--- src/gcda_pkg.sv ---
// gcda_pkg: shared types, constants and elaboration-time table functions
// for the great-circle distance alarm; no dependencies
package gcda_pkg;

    // fixed-point word for cordic datapaths (q30 with headroom)
    localparam int W = 34;
    typedef logic signed [W-1:0] t_word;

    // angle input fraction bits
    localparam int ANG_FRAC = 16;

    localparam longint unsigned PI_Q60 = 64'h3243F6A8885A308D;
    localparam longint unsigned D2R_L = (PI_Q60 / 180 + (64'd1 << 23)) >> 24;
    localparam logic [30:0] D2R = D2R_L[30:0];
    localparam longint unsigned HALF_PI_L = (PI_Q60 + (64'd1 << 30)) >> 31;
    localparam t_word HALF_PI = t_word'(HALF_PI_L);
    localparam t_word ONE_Q30 = t_word'(64'd1 << 30);

    // angle constants in 2^-16 degree units
    localparam logic signed [26:0] FULL = 27'sd360 <<< ANG_FRAC;
    localparam logic signed [26:0] HALF = 27'sd180 <<< ANG_FRAC;
    localparam logic signed [26:0] QUARTER = 27'sd90 <<< ANG_FRAC;

    // rotation cell payload
    typedef struct packed {
        t_word x;
        t_word y;
        t_word z;
        logic  flip;
    } t_rot;

    // square root cell payload
    typedef struct packed {
        logic [63:0] n;
        logic [63:0] r;
        t_word       c;
    } t_sqr;

    // vectoring cell payload
    typedef struct packed {
        t_word x;
        t_word y;
        t_word z;
    } t_vec;

    // unsigned quotient by shift and subtract, used for table building only
    function automatic longint unsigned udiv_c(input longint unsigned num,
                                               input longint unsigned den);
        longint unsigned q;
        longint unsigned rem;
        q = 0;
        rem = 0;
        for (int i = 63; i >= 0; i--) begin
            rem = (rem << 1) | ((num >> i) & 64'd1);
            if (rem >= den) begin
                rem = rem - den;
                q = q | (64'd1 << i);
            end
        end
        return q;
    endfunction

    // integer square root, digit by digit
    function automatic longint unsigned isqrt_c(input longint unsigned n_in);
        longint unsigned n;
        longint unsigned r;
        longint unsigned b;
        n = n_in;
        r = 0;
        b = 64'd1 << 62;
        while (b > n) b = b >> 2;
        while (b != 0) begin
            if (n >= r + b) begin
                n = n - (r + b);
                r = (r >> 1) + b;
            end else begin
                r = r >> 1;
            end
            b = b >> 2;
        end
        return r;
    endfunction

    // atan(2^-i) in q30 from a q60 series sum
    function automatic t_word atan_q30(input int i);
        longint unsigned a;
        longint unsigned term;
        int sh;
        a = 0;
        if (i == 0) begin
            a = PI_Q60 >> 2;
        end else begin
            for (int k = 0; k < 32; k++) begin
                sh = i * (2 * k + 1);
                if (sh <= 60) begin
                    term = udiv_c(64'd1 << (60 - sh), longint'(2 * k + 1));
                    if ((k & 1) == 1) a = a - term;
                    else a = a + term;
                end
            end
        end
        return t_word'((a + (64'd1 << 29)) >> 30);
    endfunction

    // reciprocal of the cordic gain in q30
    function automatic t_word gain_inv_q30(input int stages);
        longint unsigned p;
        longint unsigned sq;
        p = 64'd1 << 60;
        for (int i = 0; i < stages; i++) begin
            if (2 * i < 64) p = p + (p >> (2 * i));
        end
        sq = isqrt_c(p);
        return t_word'(udiv_c((64'd1 << 60) + (sq >> 1), sq));
    endfunction

endpackage

--- src/gcda_sqrt_cell.sv ---
// gcda_sqrt_cell: one digit step of a restoring integer square root
// depends on gcda_pkg
module gcda_sqrt_cell #(
    parameter int STEP = 0
) (
    input  logic            i_clk,
    input  gcda_pkg::t_sqr  i_d,
    output gcda_pkg::t_sqr  o_d
);
    import gcda_pkg::*;

    localparam logic [63:0] BIT = 64'd1 << (2 * STEP);

    t_sqr r_d;
    t_sqr n_d;
    logic [63:0] w_trial;

    // try to subtract the current trial value
    always_comb begin
        w_trial = i_d.r + BIT;
        n_d = i_d;
        if (i_d.n >= w_trial) begin
            n_d.n = i_d.n - w_trial;
            n_d.r = (i_d.r >> 1) + BIT;
        end else begin
            n_d.r = i_d.r >> 1;
        end
    end

    always_ff @(posedge i_clk) begin
        r_d <= n_d;
    end

    assign o_d = r_d;
endmodule

--- config.mk ---
export PLATFORM = sky130hd
export DESIGN_NAME = gcda_sqrt_cell
export DESIGN_NICKNAME = d
export VERILOG_FILES = /design/src/gcda_pkg.sv /design/src/gcda_sqrt_cell.sv
export SDC_FILE = /design/constraint.sdc
export NUM_CORES = 1
export LEC_CHECK = 0
export BUFFER_PORTS_ARGS = -buffer_cell sky130_fd_sc_hd__buf_2
export CAP_MARGIN = 15
export CORE_ASPECT_RATIO = 2
export CORE_MARGIN = 3
export CORE_UTILIZATION = 55
export DETAILED_ROUTE_END_ITERATION = 8
export GPL_ROUTABILITY_DRIVEN = 1
export GPL_TIMING_DRIVEN = 0
export HOLD_SLACK_MARGIN = 0.12
export PLACE_DENSITY_LB_ADDON = 0.2
export SETUP_SLACK_MARGIN = 0.1
export SYNTH_ARGS = -nofsm -noshare
export SYNTH_HDL_FRONTEND = slang
export SYNTH_SLANG_ARGS = --single-unit
--- constraint.sdc ---
create_clock -name i_clk -period 7.83 [get_ports i_clk]
set_clock_uncertainty 0.1 [all_clocks]
set_input_delay 0.3915 -clock i_clk [delete_from_list [all_inputs] [get_ports i_clk]]
set_output_delay 0.3915 -clock i_clk [all_outputs]
set_load 0.005 [all_outputs]
Word level (Yosys, flattened, before mapping)

Cells that the tools add are included.

Output and inout port bits: 162
Logic and storage cells: 10
Flip-flop bits (word level): 162
Input port bits: 163

Muxes and demuxes: 2
$add $sub $neg: 3
$lt $le $gt $ge: 1

Operators by type and width:

| kind                  | count |
|---|---|
| $add 63x1->64 const B | 1 |
| $add 64x1->64 const B | 1 |
| $ge 64x64->1          | 1 |
| $mux 64               | 1 |
| $sub 64x64->64        | 1 |
| $mux 63               | 1 |

Longest topological paths before layout

Word-level depth: 3
Depth in mapped cells: 26
Gate-level depth less buffers: 21

Worst setup path after synthesis

OpenSTA, ideal clock, no wires.

Path kind: input -> register
Start point: input i_d[40] in the netlist's numbering
End point: register r_d, in the netlist o_d[67]
Setup time: 125 ps
Stages: 23
Buffers on the path: 5
Arrival time: 4738 ps
Setup slack: 2867 ps
Data required time: 7605 ps
Cells stage by stage: clkbuf_1 -> nand2_1 -> nor2_1 -> and3_1 -> and4_1 -> clkbuf_1 -> and2_1 -> nand4_1 -> inv_1 -> nand2_1 -> xor2_1 -> ha_1 -> clkbuf_1 -> nand4_1 -> nor4_1 -> nand2_1 -> o221a_2 -> o21ai_1 -> or2_1 -> buf_2 -> buf_2 -> nand4_1 -> xnor2_1

RTL lines:

| what                 | line                 | text |
|---|---|---|
| from (decl)          | gcda_sqrt_cell.sv:7  | `input gcda_pkg::t_sqr i_d,` |
| to (signal assigned) | gcda_sqrt_cell.sv:31 | `r_d <= n_d;` |
| to (decl)            | gcda_sqrt_cell.sv:14 | `t_sqr r_d;` |

==> flow_summary.ini <==
[yosys]
synthDistinctLibCells = 57
async_reset_ff_share_pct = 0
synthFlopType = dfxtp_1
ys_ff_latch = 162
yosysSeqAreaShare_pct = 31.5
netlist_area_sq_um = 10300
synth_fp_nets = 1515
postSynthAreaPerCell_sq_um = 8.01
syn-instance-count = 1285
yosys_warnings = 0
synth_edf_count = 0

[run]
drv_cap = 0

[die]
io_pins = 325
start_util_pct = 56.2
chipWidth_microns = 103
die_area_sq_um = 20500
core-area_sq_um = 18300
rows = 70
die_h_microns = 199

[clock_tree]
numClockSinks = 162
clkTransAtPathRegs_ps = 70
cts_root_buffer = clkbuf_16
cts_buffer_depth = 2
cts_tree = yes
htreeDepth = 4
numCtsBuffers = 17
post_cts_buffers = 0

[detailed_routing]
viasPerCell = 6.22
post-route-drc-count = 0
first_pass_iters = 8
vias = 11900
totalWireLength_mm = 45.2
postRouteAntennaNets = 0
drtIter0Drc = 937
wl_per_cell_microns = 23.7

[critical_path]
slowest_stage = nor2_1
cp.required_ps = 8020
crit_top_cell = clkbuf_1
cp_max_fo = 10
slowest_delay_ps = 610
worstSetupStartpointType = input port
crit_arrival_ps = 7380
crit_type = in2reg
end_kind = flop
worstPathCellList = dlygate4sd3_1 > buf_2 > nand3_1 > nor2_1 > and3_1 > and4_1 > clkbuf_1 > and2_1 > nand4_1 > inv_1 > nand2_1 > xor2_1 > ha_1 > clkbuf_1 > nand4_1 > nor4_1 > nand2_1 > o221a_2 > o21ai_1 > nor2_1 > clkbuf_1 > o21ai_0

[sta]
tightest_slew_ps = 1020
finalSetupViolCount = 0
report.final.slew_viol_count = 0
fin_setup_tns_ps = 0
fin_crit_sh_pct = 91.8
fin_crit_ps = 7190
relSlewSlack_pct = 31.5
rsz0062_at_grt = no
fmax_mhz = 139
hold_violations = 0

[pwr]
p_clk_share_pct = 33.3
seqPwrFrac_pct = 36.7
p_per_area_nw_per_um2 = 192
switchingPower_w = 0.000867
power.share.switching_pct = 33.8
p_comb_share_pct = 30.0
p_leak_nw = 5.92
vdd_ir_drop_max_mv = 0.142
p_int_w = 0.00170

[placed_design]
place_inst = 1811
gp_congestion = 1.00
dp_hpwl_mm = 34.7
numPortBuffers = 310

[global_routing]
antenna_found_initial = 2
grt-ovfl-total = 0
grt_pass1_wl_mm = 65.4
grt_pass1_vias = 12100
grt_max_degree = 17
grt_usage_pct = 43.0

[final_layout]
area_growth_pct = 29.6
largest_reg_flops = 162
layout_commonest_cell = buf_2
nets = 1908
fin_cells = 1908
mostFrequentLayoutCells = 318 x buf_2, 162 x dfxtp_1, 134 x nor2_1, 125 x nand2_1, 115 x a21oi_1
drive_gt1_share_pct = 22.3

[run_status]
status = finished, final reports clean

[hold_path]
holdCritPathClass = in2reg
## timing repair
| item | CTS | global route |
|---|---|---|
| hold buffers | 64 | 0 |
| gates resized for setup | 0 | 0 |
| hold endpoints to repair | 64 | 0 |
## layout make-up
cell class	count	area [sq um]
multi-input cells	1034	6650
fillers	1440	4960
flip-flops and latches	162	3240
repair buffers	374	2190
clock buffers	18	429
plain buffers	67	322
well taps	216	270
clock inverters	13	151
inverters	22	82.6
diodes	2	5.00
## synthesized netlist by cell type (2+ instances only)
cell type / n / area share (%)
a211o_1: 2 / 0.17
a211oi_1: 3 / 0.22
a21o_1: 46 / 3.4
a21oi_1: 115 / 5.6
a21oi_2: 2 / 0.17
a31o_2: 2 / 0.17
a31oi_1: 13 / 0.79
a41oi_1: 2 / 0.17
and2_1: 9 / 0.55
and3_1: 23 / 1.4
and4_1: 6 / 0.51
buf_1: 2 / 0.073
buf_2: 8 / 0.39
buf_6: 8 / 0.88
clkbuf_1: 49 / 1.8
dfxtp_1: 162 / 32
ha_1: 66 / 8.0
inv_1: 22 / 0.80
mux2_4: 2 / 0.29
nand2_1: 125 / 4.6
nand2b_1: 6 / 0.36
nand3_1: 55 / 2.7
nand4_1: 62 / 3.8
nor2_1: 134 / 4.9
nor2b_1: 7 / 0.43
nor3_1: 35 / 1.7
nor4_1: 13 / 0.79
o2111ai_1: 4 / 0.34
o2111ai_2: 2 / 0.29
o211ai_1: 5 / 0.36
o21a_1: 5 / 0.36
o21ai_0: 57 / 2.8
o21ai_2: 2 / 0.17
o21bai_1: 10 / 0.73
o221ai_1: 2 / 0.17
o31ai_1: 6 / 0.44
or2_2: 4 / 0.24
or3_1: 7 / 0.43
or4_1: 4 / 0.29
xnor2_1: 92 / 7.8
xor2_1: 90 / 7.7
## cell families after synthesis
family / synth area share, %
compound gates: 17.8
xor+xnor: 15.5
fa+ha+maj: 8.22
buf+inv: 3.93
flops: 31.5
mux: 0.292
simple gates: 22.8
## critical path: cells and delay by family
kind | cells | cell delay [ps]
AOI/OAI and AO/OA | 3 | 1230
xor gates and xnor gates | 1 | 400
adders and majority gates | 1 | 180
buffers and inverters | 6 | 1920
and+or+nand+nor | 11 | 3230
## per-stage QoR
stage | hold slack (ps) | setup WS (ps) | utilization, % | instance area (sq um) | power (W)
global route | 121 | 291 | 72.9 | 13300 | 0.00266
floorplan | 319 | 2870 | - | 10300 | 0.00137
CTS | 121 | 997 | 72.9 | 13300 | 0.00253
detailed placement | 395 | 1030 | 66.2 | 12100 | 0.00167
finish | 120 | 642 | 72.9 | 13300 | 0.00256
global placement | 394 | 1040 | 66.2 | 12100 | 0.00166
## power by group through the flow
| stage | Sequential, W | Combinational [W] | Clock [W] |
|---|---|---|---|
| floorplan | 0.000969 | 0.000398 | 0 |
| global placement | 0.000953 | 0.000707 | 0 |
| detailed placement | 0.000954 | 0.000715 | 0 |
| CTS | 0.000937 | 0.000746 | 0.000852 |
| global route | 0.000946 | 0.000826 | 0.000891 |
| finish | 0.000940 | 0.000769 | 0.000855 |
## path summary, 6_finish.rpt
kind              startpoint  endpoint  slack [ps]  cells past startpoint
setup / recovery     i_d[39]  o_d[134]         640                     22
hold / removal       i_d[90]   o_d[89]         120                      2
## metal layers
metal  global-route usage [%]  wire, microns  up-vias
met2                     75.9          23000      778
met5                        0              0        -
met1                     38.2          13700     5450
met3                     9.22           3290      285
li1                         -              -     5350
met4                     42.1           5160        0
(Power assumes the default switching activity.)
