## src/gcda_pkg.sv

```systemverilog
// gcda_pkg: shared types, constants and elaboration-time table functions
// for the great-circle distance alarm; no dependencies
package gcda_pkg;

    // fixed-point word for cordic datapaths (q30 with headroom)
    localparam int W = 34;
    typedef logic signed [W-1:0] t_word;

    // angle input fraction bits
    localparam int ANG_FRAC = 16;

    localparam longint unsigned PI_Q60 = 64'h3243F6A8885A308D;
    localparam longint unsigned D2R_L = (PI_Q60 / 180 + (64'd1 << 23)) >> 24;
    localparam logic [30:0] D2R = D2R_L[30:0];
    localparam longint unsigned HALF_PI_L = (PI_Q60 + (64'd1 << 30)) >> 31;
    localparam t_word HALF_PI = t_word'(HALF_PI_L);
    localparam t_word ONE_Q30 = t_word'(64'd1 << 30);

    // angle constants in 2^-16 degree units
    localparam logic signed [26:0] FULL = 27'sd360 <<< ANG_FRAC;
    localparam logic signed [26:0] HALF = 27'sd180 <<< ANG_FRAC;
    localparam logic signed [26:0] QUARTER = 27'sd90 <<< ANG_FRAC;

    // rotation cell payload
    typedef struct packed {
        t_word x;
        t_word y;
        t_word z;
        logic  flip;
    } t_rot;

    // square root cell payload
    typedef struct packed {
        logic [63:0] n;
        logic [63:0] r;
        t_word       c;
    } t_sqr;

    // vectoring cell payload
    typedef struct packed {
        t_word x;
        t_word y;
        t_word z;
    } t_vec;

    // unsigned quotient by shift and subtract, used for table building only
    function automatic longint unsigned udiv_c(input longint unsigned num,
                                               input longint unsigned den);
        longint unsigned q;
        longint unsigned rem;
        q = 0;
        rem = 0;
        for (int i = 63; i >= 0; i--) begin
            rem = (rem << 1) | ((num >> i) & 64'd1);
            if (rem >= den) begin
                rem = rem - den;
                q = q | (64'd1 << i);
            end
        end
        return q;
    endfunction

    // integer square root, digit by digit
    function automatic longint unsigned isqrt_c(input longint unsigned n_in);
        longint unsigned n;
        longint unsigned r;
        longint unsigned b;
        n = n_in;
        r = 0;
        b = 64'd1 << 62;
        while (b > n) b = b >> 2;
        while (b != 0) begin
            if (n >= r + b) begin
                n = n - (r + b);
                r = (r >> 1) + b;
            end else begin
                r = r >> 1;
            end
            b = b >> 2;
        end
        return r;
    endfunction

    // atan(2^-i) in q30 from a q60 series sum
    function automatic t_word atan_q30(input int i);
        longint unsigned a;
        longint unsigned term;
        int sh;
        a = 0;
        if (i == 0) begin
            a = PI_Q60 >> 2;
        end else begin
            for (int k = 0; k < 32; k++) begin
                sh = i * (2 * k + 1);
                if (sh <= 60) begin
                    term = udiv_c(64'd1 << (60 - sh), longint'(2 * k + 1));
                    if ((k & 1) == 1) a = a - term;
                    else a = a + term;
                end
            end
        end
        return t_word'((a + (64'd1 << 29)) >> 30);
    endfunction

    // reciprocal of the cordic gain in q30
    function automatic t_word gain_inv_q30(input int stages);
        longint unsigned p;
        longint unsigned sq;
        p = 64'd1 << 60;
        for (int i = 0; i < stages; i++) begin
            if (2 * i < 64) p = p + (p >> (2 * i));
        end
        sq = isqrt_c(p);
        return t_word'(udiv_c((64'd1 << 60) + (sq >> 1), sq));
    endfunction

endpackage

```

## src/gcda_rot_cell.sv

```systemverilog
// gcda_rot_cell: one rotation-mode cordic micro-rotation, registered
// depends on gcda_pkg
module gcda_rot_cell #(
    parameter int SHIFT = 0
) (
    input  logic            i_clk,
    input  gcda_pkg::t_rot  i_d,
    output gcda_pkg::t_rot  o_d
);
    import gcda_pkg::*;

    localparam t_word ATAN = atan_q30(SHIFT);

    t_rot r_d;
    t_rot n_d;
    t_word w_xs;
    t_word w_ys;

    // rotate toward zero residual angle
    always_comb begin
        w_xs = i_d.x >>> SHIFT;
        w_ys = i_d.y >>> SHIFT;
        n_d = i_d;
        if (i_d.z >= 0) begin
            n_d.x = i_d.x - w_ys;
            n_d.y = i_d.y + w_xs;
            n_d.z = i_d.z - ATAN;
        end else begin
            n_d.x = i_d.x + w_ys;
            n_d.y = i_d.y - w_xs;
            n_d.z = i_d.z + ATAN;
        end
    end

    always_ff @(posedge i_clk) begin
        r_d <= n_d;
    end

    assign o_d = r_d;
endmodule

```

## config.mk

```make
export PLATFORM = sky130hd
export DESIGN_NAME = gcda_rot_cell
export DESIGN_NICKNAME = d
export VERILOG_FILES = /design/src/gcda_pkg.sv /design/src/gcda_rot_cell.sv
export SDC_FILE = /design/constraint.sdc
export NUM_CORES = 1
export LEC_CHECK = 0
export BUFFER_PORTS_ARGS = -buffer_cell sky130_fd_sc_hd__clkbuf_2
export CAP_MARGIN = 0
export CORE_MARGIN = 2
export CORE_UTILIZATION = 40
export DETAILED_ROUTE_END_ITERATION = 8
export PLACE_DENSITY = 0.73
export SYNTH_ARGS = -nofsm -noshare
export SYNTH_HDL_FRONTEND = slang
export SYNTH_SLANG_ARGS = --single-unit
```

## constraint.sdc

```tcl
create_clock -name i_clk -period 7.9 [get_ports i_clk]
set_clock_uncertainty 0.05 [all_clocks]
set_input_delay 0.79 -clock i_clk [delete_from_list [all_inputs] [get_ports i_clk]]
set_output_delay 0.79 -clock i_clk [all_outputs]
set_load 0.02 [all_outputs]
```

# Word-level counts from Yosys, hierarchy flattened
# Index checks and enable logic that the tools add are counted.
# word_totals
mem_bits_ro	0
ramBits	0
in_bits	104
mem_count	0
elab_cells	11
reg_bits	103
output_inout_bits	103
latch_bits	0
# op_classes
n_eq_ne	0
bitwise_logic	0
n_div	0
reduce_logical	0
n_mux	1
magnitude_cmp	1
shift	0
mul	0
n_addsub	5
# ops
op	count
102-bit 2-to-1 mux	1
34-bit subtractor	2
34-bit by 31-bit adder with 34-bit output, second input constant	1
34-bit adder	1
34-bit by 1-bit >= comparator with 1-bit output, second input constant	1
34-bit by 31-bit subtractor with 34-bit output, second input constant	1

# Depth between registers and ports, before layout
# Gate-level depths: netlist (run 1).
# depth
word_depth	2
depth_mapped	21

# Least setup slack after synthesis (run 1)
# No wires, ideal clock.
# synth_timing
path_type	input to register
start	input port i_d[34] in the netlist's numbering
end	register r_d, in the netlist o_d[30]
path_slack_ns	2.791
required_ns	7.729
t_arrival_ns	4.938
n_path_buf	3
setup_ns	0.121
stages	21
path_cell_list	inv_1 > ha_1 > nor4b_1 > nand4_1 > nor4_1 > and4_1 > nand2b_1 > buf_2 > inv_2 > buf_2 > buf_1 > ha_1 > a211oi_2 > o21bai_1 > a221o_1 > a21o_1 > a221o_1 > or3_4 > a31oi_4 > o21ai_2 > xor2_1
# synth_rtl
element	line_no	rtl
start, declared	gcda_rot_cell.sv:7	input gcda_pkg::t_rot i_d,
end signal, assigned	gcda_rot_cell.sv:36	r_d <= n_d;
end, declared	gcda_rot_cell.sv:14	t_rot r_d;

==> flow_summary.ini, run 1 <==
[synth]
synth.yosys.seq_area_share_pct = 21.23
synthTopCellsByArea = dfxtp_1 21%, ha_1 17%, a21oi_1 7.2%
ys_ff_latch = 102
syn_nets = 1486
synth_common_cells = 139 x a21oi_1, 132 x ha_1, 113 x inv_1
yosysWarnings = 0
synth.distinct_cells = 74
async_reset_ff_share_pct = 0
synth_top_area_share_pct = 21.23
synthesis.area_um2 = 9620
yosysMostFrequentCell = a21oi_1
synthCells = 1246
synth_flop_cell = dfxtp_1
synth_edf_count = 0
synth_top_area_cell = dfxtp_1
avgSynthCellArea_um2 = 7.721

[timing]
fin_tns_setup_ns = 0
min_period_ns = 5.872
slew_headroom_pct = 26.62
fmax_ghz = 0.1703
finalHoldViolCount = 0
whs_ns = 0.4844
setup_violations = 0
fin_crit_sh_pct = 74.33
grt_setup_unrepaired = false
worstMarginPinSlew_ns = 1.094
slew_viol_final = 0

[global_route]
grt_overflow = 0
antenna_found_initial = 0
grt_pass1_vias = 9462
grt_pass1_wl_mm = 47.22
track_usage_pct = 22.50
grt_max_degree = 51

[floorplanning]
ioPinCount = 207
die_y_um = 159.1
die_w_um = 159.1
dieArea_um2 = 25310
placementRows = 56
start_util_pct = 40.86
core_um2 = 23540

[critical_path]
critical_path_class = in -> reg
cp_max_fo = 50
startpoint_type = input port
required_ns = 8.09
end_kind = flop
critical_path_arrival_ns = 6.06

[clock_network]
htree_levels = 3
clk_pin_slew_ns = 0.07
cts-root-buf = clkbuf_16
postCtsHoldBufs = 0
cts_tree = yes
numCtsBuffers = 9
post_cts_buffers = 0
clk_path_buf_depth = 2
cts_resized = 0
cts_num_sinks = 102

[route]
wl_per_cell_um = 16.88
drc = 0
wirelength_mm = 29.37
viasPerCell = 5.653
ant_nets = 0
vias = 9836
drt_iter0_markers = 1070
drt_pass1_iterations = 5

[power]
pwr_density_cell_nw_per_um2 = 186.8
peakVddDrop_v = 0.0001123
p_leak_nw = 5.328

[final_layout]
n_antenna_cell = 0
largest_reg_flops = 102
final_nets = 1656
fill_cells = 2383
syn_to_final_growth_pct = 15.92
drive_gt1_share_pct = 17.38

[flow_run]
cap_violations = 0

[status]
outcome = complete, no violations

[placement]
port_buffers = 206
place_hpwl_mm = 23.28
place_congestion = 0.9597

[worst_hold_path]
hold_path_class = in -> reg
cells in the final DEF, fill, tap and decap left out, drive strengths merged, types with 6 or more instances in the layout:
master,n
inv,117
a21o,39
nor2b,12
nand4,12
o21bai,35
nand2,64
nor3,22
o211ai,12
and2,6
xor2,17
a31oi,19
nor2,109
a21boi,6
xnor2,74
mux2i,10
a211oi,17
dfxtp,102
o31ai,10
o21ai,86
o22ai,7
clkbuf,216
a221oi,6
and3,9
and4,6
nand3,17
ha,132
a21oi,140
nor4,13
nand2b,26
power by group:
group          switching, mW  leakage (nW)  total [mW]  internal, mW
clock network          0.218         0.136       0.467         0.249
logic                  0.611          4.33       0.949         0.338
registers             0.0335         0.861       0.668         0.634
through the flow:
step / area, um2 / total power [mW] / setup slack [ns] / utilization (%) / instances
floorplan: 9620 / 1.313 / 2.791 / - / 1246
global placement: 10850 / 1.607 / 1.886 / 46.10 / 1724
detailed placement: 10850 / 1.611 / 1.758 / 46.10 / 1724
CTS: 11150 / 2.086 / 2.141 / 47.37 / 1740
global route: 11150 / 2.206 / 1.861 / 47.37 / 1740
finish: 11150 / 2.084 / 2.028 / 47.37 / 1740
path summary, 6_finish.rpt:
path                  cells past startpoint     from  slack [ns]       to
worst max-delay path                     20  i_d[34]        2.03  o_d[34]
worst min-delay path                      1   i_d[0]        0.48   o_d[0]
area by class of cell:
class	count	area, um2	share of cell area [%]
inverter	115	431.7	3.871
sequential	102	2042	18.31
clock inverter	6	70.07	0.6283
multi-input combinational	980	6934	62.18
timing repair buffer	208	1046	9.380
clock buffer	10	229.0	2.053
tap	319	399.1	3.579
routing by layer:
metal	track usage, %	vias to the layer above	wire length [um]	part of all wire [%]
met3	3.569	70	2041	7.0
met1	28.97	4550	12920	44
li1	-	4742	-	-
met4	8.140	0	901	3.1
met5	0	-	0	0
met2	38.04	474	13500	46
critical path: stages:
cell and delay (ns):
clkbuf_2 0.11, inv_1 0.08, ha_1 0.14, nor4b_1 0.29, nand4_1 0.13, nor4_1 0.37, and4_1 0.27, nand2b_2 0.60
inv_2 0.48, buf_4 0.44, ha_1 0.41, nand2_1 0.10, nor3_1 0.06, a221o_1 0.31, a21o_1 0.19, a221o_1 0.40
o31ai_1 0.33, o311a_1 0.23, o21bai_1 0.09, xor2_1 0.16
cells by family (layout without fill, tap and decap cells):
kind of cell | count (synthesis) | in the layout | share of synthesized area (%)
fa+ha+maj | 136 | 136 | 18.00
flops | 102 | 102 | 21.23
mux | 11 | 11 | 1.158
xor+xnor | 91 | 91 | 8.285
compound gates | 423 | 423 | 28.31
buf+inv | 164 | 339 | 6.724
simple gates | 319 | 319 | 16.30
Power figures use the tool's default switching activity.
==> inputs of run 2 (changes only) <==
--- a/config.mk
+++ b/config.mk
@@ -10,7 +10,7 @@
 export CORE_MARGIN = 2
 export CORE_UTILIZATION = 40
 export DETAILED_ROUTE_END_ITERATION = 8
-export PLACE_DENSITY = 0.73
+export PLACE_DENSITY = 0.75
 export SYNTH_ARGS = -nofsm -noshare
 export SYNTH_HDL_FRONTEND = slang
 export SYNTH_SLANG_ARGS = --single-unit
==> constraint.sdc (replaced) <==
create_clock -name i_clk -period 4.8 [get_ports i_clk]
set_clock_uncertainty 0.05 [all_clocks]
set_input_delay 0.48 -clock i_clk [delete_from_list [all_inputs] [get_ports i_clk]]
set_output_delay 0.48 -clock i_clk [all_outputs]
set_load 0.02 [all_outputs]
==> run 2 against run 1 <==
Against the previous run:
- worst setup slack worse by 1.6 ns
- routed wire length increased by 1.3%
- clock-buffer cell count stayed put
- combinational power rose by 65%
- first-iteration DRC count decreased by 9.3%
- sequential power up 65%
- global-route usage up 0.34 points
- non-clock buffer count is 7 higher
- via count rose by 0.45%
- largest power group unchanged
- highest routed layer unchanged
==> flow_summary.ini, run 2 (same netlist as run 1, synthesis figures left out) <==
[critical_path]
critPathBufInv = 3
startpoint_type = input port
cp_max_fo = 14
critPathLaunch = i_d[34]
critical_path.max_stage_delay_ns = 0.40
crit_path_top_delay_cell = a221o_1
critical_path_arrival_ns = 4.60
path_cells = clkbuf_2 > inv_1 > ha_1 > nor4b_1 > nand4_1 > nor4_1 > and4_1 > nand2b_2 > inv_2 > ha_1 > a211oi_2 > o21bai_1 > a221o_1 > a21o_1 > a221o_1 > or3_4 > a31oi_4 > o21ai_2 > xor2_1
critical_path_class = in -> reg
end_kind = flop
required_ns = 4.99
crit_family = compound AO/OA/AOI/OAI gates

[route]
drt_iter0_markers = 971
ant_nets = 0
wirelength_mm = 29.74
vias = 9880
drc = 0
viasPerCell = 5.649
wl_per_cell_um = 17.00
drt_pass1_iterations = 7

[power]
pwr_density_cell_nw_per_um2 = 312.3
peakVddDrop_v = 0.0002000
p_leak_nw = 5.384

[global_route]
track_usage_pct = 22.83
grt_overflow = 0
grt_pass1_vias = 9502
grt_max_degree = 43
antenna_found_initial = 1
grt_pass1_wl_mm = 47.82

[worst_hold_path]
hold_path_class = in -> reg
hp-start = i_d[0]

[final_layout]
final_nets = 1663
syn_to_final_growth_pct = 16.74
post-route-util_pct = 47.70
design_area_um2 = 11230
largest_reg_flops = 102
layout_common_cells = 206 x clkbuf_2, 139 x a21oi_1, 132 x ha_1
fill_cells = 2354
final_common_cell = clkbuf_2
final_cells = 1749
drive_gt1_share_pct = 17.79

[timing]
setup_ws_ns = 0.3885
worstMarginPinSlew_ns = 0.8408
finalHoldViolCount = 0
fin_crit_sh_pct = 91.91
slew_viol_final = 0
setup_violations = 0
fin_tns_setup_ns = 0
fmax_ghz = 0.2267
slew_headroom_pct = 43.61
grt_setup_unrepaired = false
min_period_ns = 4.411

[flow_run]
cap_violations = 0

[floorplanning]
start_util_pct = 40.86
ioPinCount = 207
dieArea_um2 = 25310
die_w_um = 159.1
die_y_um = 159.1
placementRows = 56
core_um2 = 23540

[placement]
dp_cells = 1731
place_hpwl_mm = 23.59
place_congestion = 0.9582
post-place-ws_ns = 0.001309
port_buffers = 206
dpl_cell_area_um2 = 10910

[clock_network]
post_cts_buffers = 0
postCtsHoldBufs = 0
cts_num_sinks = 102
htree_levels = 3
clk_pin_slew_ns = 0.08
cts_tree = yes
cts-root-buf = clkbuf_16
numCtsBuffers = 9
cts_resized = 0
clk_path_buf_depth = 2

[status]
outcome = complete, no violations
## run 2: routing by layer
metal / wire (um) / global-route usage, % / part of all wire, %
met5: 0 / 0 / 0
met2: 13700 / 38.56 / 46
met1: 12840 / 28.71 / 43
met3: 2324 / 5.210 / 7.8
met4: 879 / 7.686 / 3.0
## run 2: final timing paths
path              endpoint  slack (ns)  cells after the start
setup / recovery   o_d[30]        0.39                     19
hold / removal      o_d[0]        0.18                      1
## run 2: report_power, final
group	switching (mW)	internal [mW]
sequential	0.0591	1.04
combinational	1.01	0.562
clock	0.371	0.464
total	1.44	2.07
## run 2: area by class of cell
type / count / area [um2] / area share, %
Antenna cell: 2 / 5.005 / 0.04456
Clock buffer: 10 / 229.0 / 2.039
Clock inverter: 6 / 91.34 / 0.8133
Inverter: 115 / 431.7 / 3.844
Multi-Input combinational cell: 980 / 6934 / 61.74
Sequential cell: 102 / 2042 / 18.18
Tap cell: 319 / 399.1 / 3.554
Timing Repair Buffer: 215 / 1099 / 9.782
## run 2: per-stage QoR
| step | total power, mW | hold WS (ns) |
|---|---|---|
| global placement | 2.653 | 0.5363 |
| detailed placement | 2.665 | 0.5451 |
| CTS | 3.513 | 0.1650 |
| finish | 3.507 | 0.1782 |
| floorplan | 2.161 | 0.4577 |
| global route | 3.705 | 0.1690 |
==> inputs of run 3 (changes only) <==
--- a/config.mk
+++ b/config.mk
@@ -10,7 +10,6 @@
 export CORE_MARGIN = 2
 export CORE_UTILIZATION = 40
 export DETAILED_ROUTE_END_ITERATION = 8
-export PLACE_DENSITY = 0.75
 export SYNTH_ARGS = -nofsm -noshare
 export SYNTH_HDL_FRONTEND = slang
 export SYNTH_SLANG_ARGS = --single-unit
==> run 3 against run 2 <==
Against the previous run:
- worst setup slack gained 0.17 ns
- global-route usage is 0.45 points higher
- via count decreased by 1.3%
- routed wire length up 2.8%
- flip-flop and latch count did not move
- critical path depth unchanged
- sequential power is essentially flat
- clock power fell by 5.8%
- final area decreased by 0.13%
- sequential share of layout area about the same
==> flow_summary.ini, run 3 (same netlist as run 1, synthesis figures left out) <==
[status]
outcome = complete, no violations

[worst_hold_path]
hold_path_end = o_d[0]
hold_depth = 1
hp-start = i_d[0]
hold_path_class = in -> reg

[timing]
slew_headroom_pct = 34.18
setup_violations = 0
fin_tns_setup_ns = 0
finalHoldViolCount = 0
fmax_ghz = 0.2356
fin_crit_sh_pct = 88.44
min_period_ns = 4.245
worstMarginPinSlew_ns = 0.9813
setup_ws_ns = 0.5549
grt_setup_unrepaired = false
slew_viol_final = 0

[final_layout]
syn_to_final_growth_pct = 16.58
fill_cells = 2434
n_antenna_cell = 0
final_cells = 1746
largest_reg_flops = 102
final_common_cell = clkbuf_2
drive_gt1_share_pct = 17.80
layout_common_cells = 206 x clkbuf_2, 139 x a21oi_1, 132 x ha_1
final_nets = 1662

[critical_path]
crit_path_top_delay_cell = a221o_1
crit_family = compound AO/OA/AOI/OAI gates
startpoint_type = input port
required_ns = 5.00
cp_max_fo = 36
critical_path_arrival_ns = 4.44
path_cells = clkbuf_2 > inv_1 > ha_1 > nor4b_1 > nand4_1 > nor4_1 > and4_1 > nand2b_2 > buf_12 > ha_1 > a211oi_1 > o21ai_0 > a221o_1 > a21o_1 > a221o_1 > or3_4 > a31oi_4 > o21ai_2 > xor2_1
end_kind = flop
critPathBufInv = 3
critical_path_class = in -> reg
critical_path.max_stage_delay_ns = 0.39

[route]
dr_wl_met2_mm = 13.72
vias = 9749
drc = 0
drt_iter0_markers = 746
ant_nets = 0
wl_per_cell_um = 17.51
wl_met3_mm = 2.004
wirelength_mm = 30.57
drt-met1-wl_mm = 13.96
top_layer = met4
viasPerCell = 5.584
drt_pass1_iterations = 6

[clock_network]
numCtsBuffers = 9
clk_path_buf_depth = 2
post_cts_buffers = 0
cts_tree = yes
cts_resized = 0
cts-root-buf = clkbuf_16
htree_levels = 3
postCtsHoldBufs = 0
cts_num_sinks = 102
clk_pin_slew_ns = 0.07

[floorplanning]
start_util_pct = 40.86
ioPinCount = 207
placementRows = 56
die_w_um = 159.1
die_y_um = 159.1
core_um2 = 23540
dieArea_um2 = 25310

[global_route]
grt_overflow = 0
grt_pass1_vias = 9111
track_usage_pct = 23.29
antenna_found_initial = 0
grt_pass1_wl_mm = 48.09
grt_max_degree = 43

[placement]
post-place-ws_ns = 0.2191
port_buffers = 206
place_hpwl_mm = 24.54
place_congestion = 0.9591
dp_cells = 1730

[flow_run]
cap_violations = 0

[power]
pwr_density_cell_nw_per_um2 = 308.7
peakVddDrop_v = 0.0001494
p_leak_nw = 5.374
[run 3: cell count changes in the layout (fill, tap and decap cells not counted), sizes merged]
cell and change:
clkinvlp +1, bufinv -1, diode -2, clkinv +1
buf -1, clkbuf -1
[run 3: layout make-up]
type	instances	area (um2)	area share [%]
clock inverter	7	80.08	0.7140
tap	319	399.1	3.559
sequential	102	2042	18.21
inverter	115	431.7	3.849
clock buffer	9	225.2	2.008
timing repair buffer	214	1104	9.839
multi-input combinational	980	6934	61.82
[run 3: worst max-delay path by stage]
stage,startpoint,end,cells after the start
detailed placement,i_d[34],o_d[30],19
CTS,i_d[34],o_d[30],19
global route,i_d[34],o_d[30],19
finish,i_d[34],o_d[30],19
floorplan,i_d[34],o_d[30],21
global placement,i_d[34],o_d[30],19
[run 3: per-layer routing]
layer,vias up,track usage (%)
li1,4773,-
met1,4519,32.22
met2,401,37.23
met3,56,2.970
met4,0,8.347
met5,-,0
[run 3: where the power goes]
| group | switching [mW] | leakage [nW] | internal, mW |
|---|---|---|---|
| registers | 0.0588 | 0.861 | 1.04 |
| logic | 1.01 | 4.37 | 0.563 |
| clock network | 0.373 | 0.148 | 0.413 |
[run 3: stage by stage]
stage                     util [%]  hold slack, ns  total power, mW  instance area (um2)
after floorplan                  -          0.4577            2.161                 9620
final                        47.64          0.1696            3.462                11220
after global routing         47.64          0.1581            3.654                11220
after CTS                    47.64          0.1544            3.485                11220
after detailed placement     46.34          0.5370            2.681                10910
after global placement       46.34          0.5325            2.681                10910
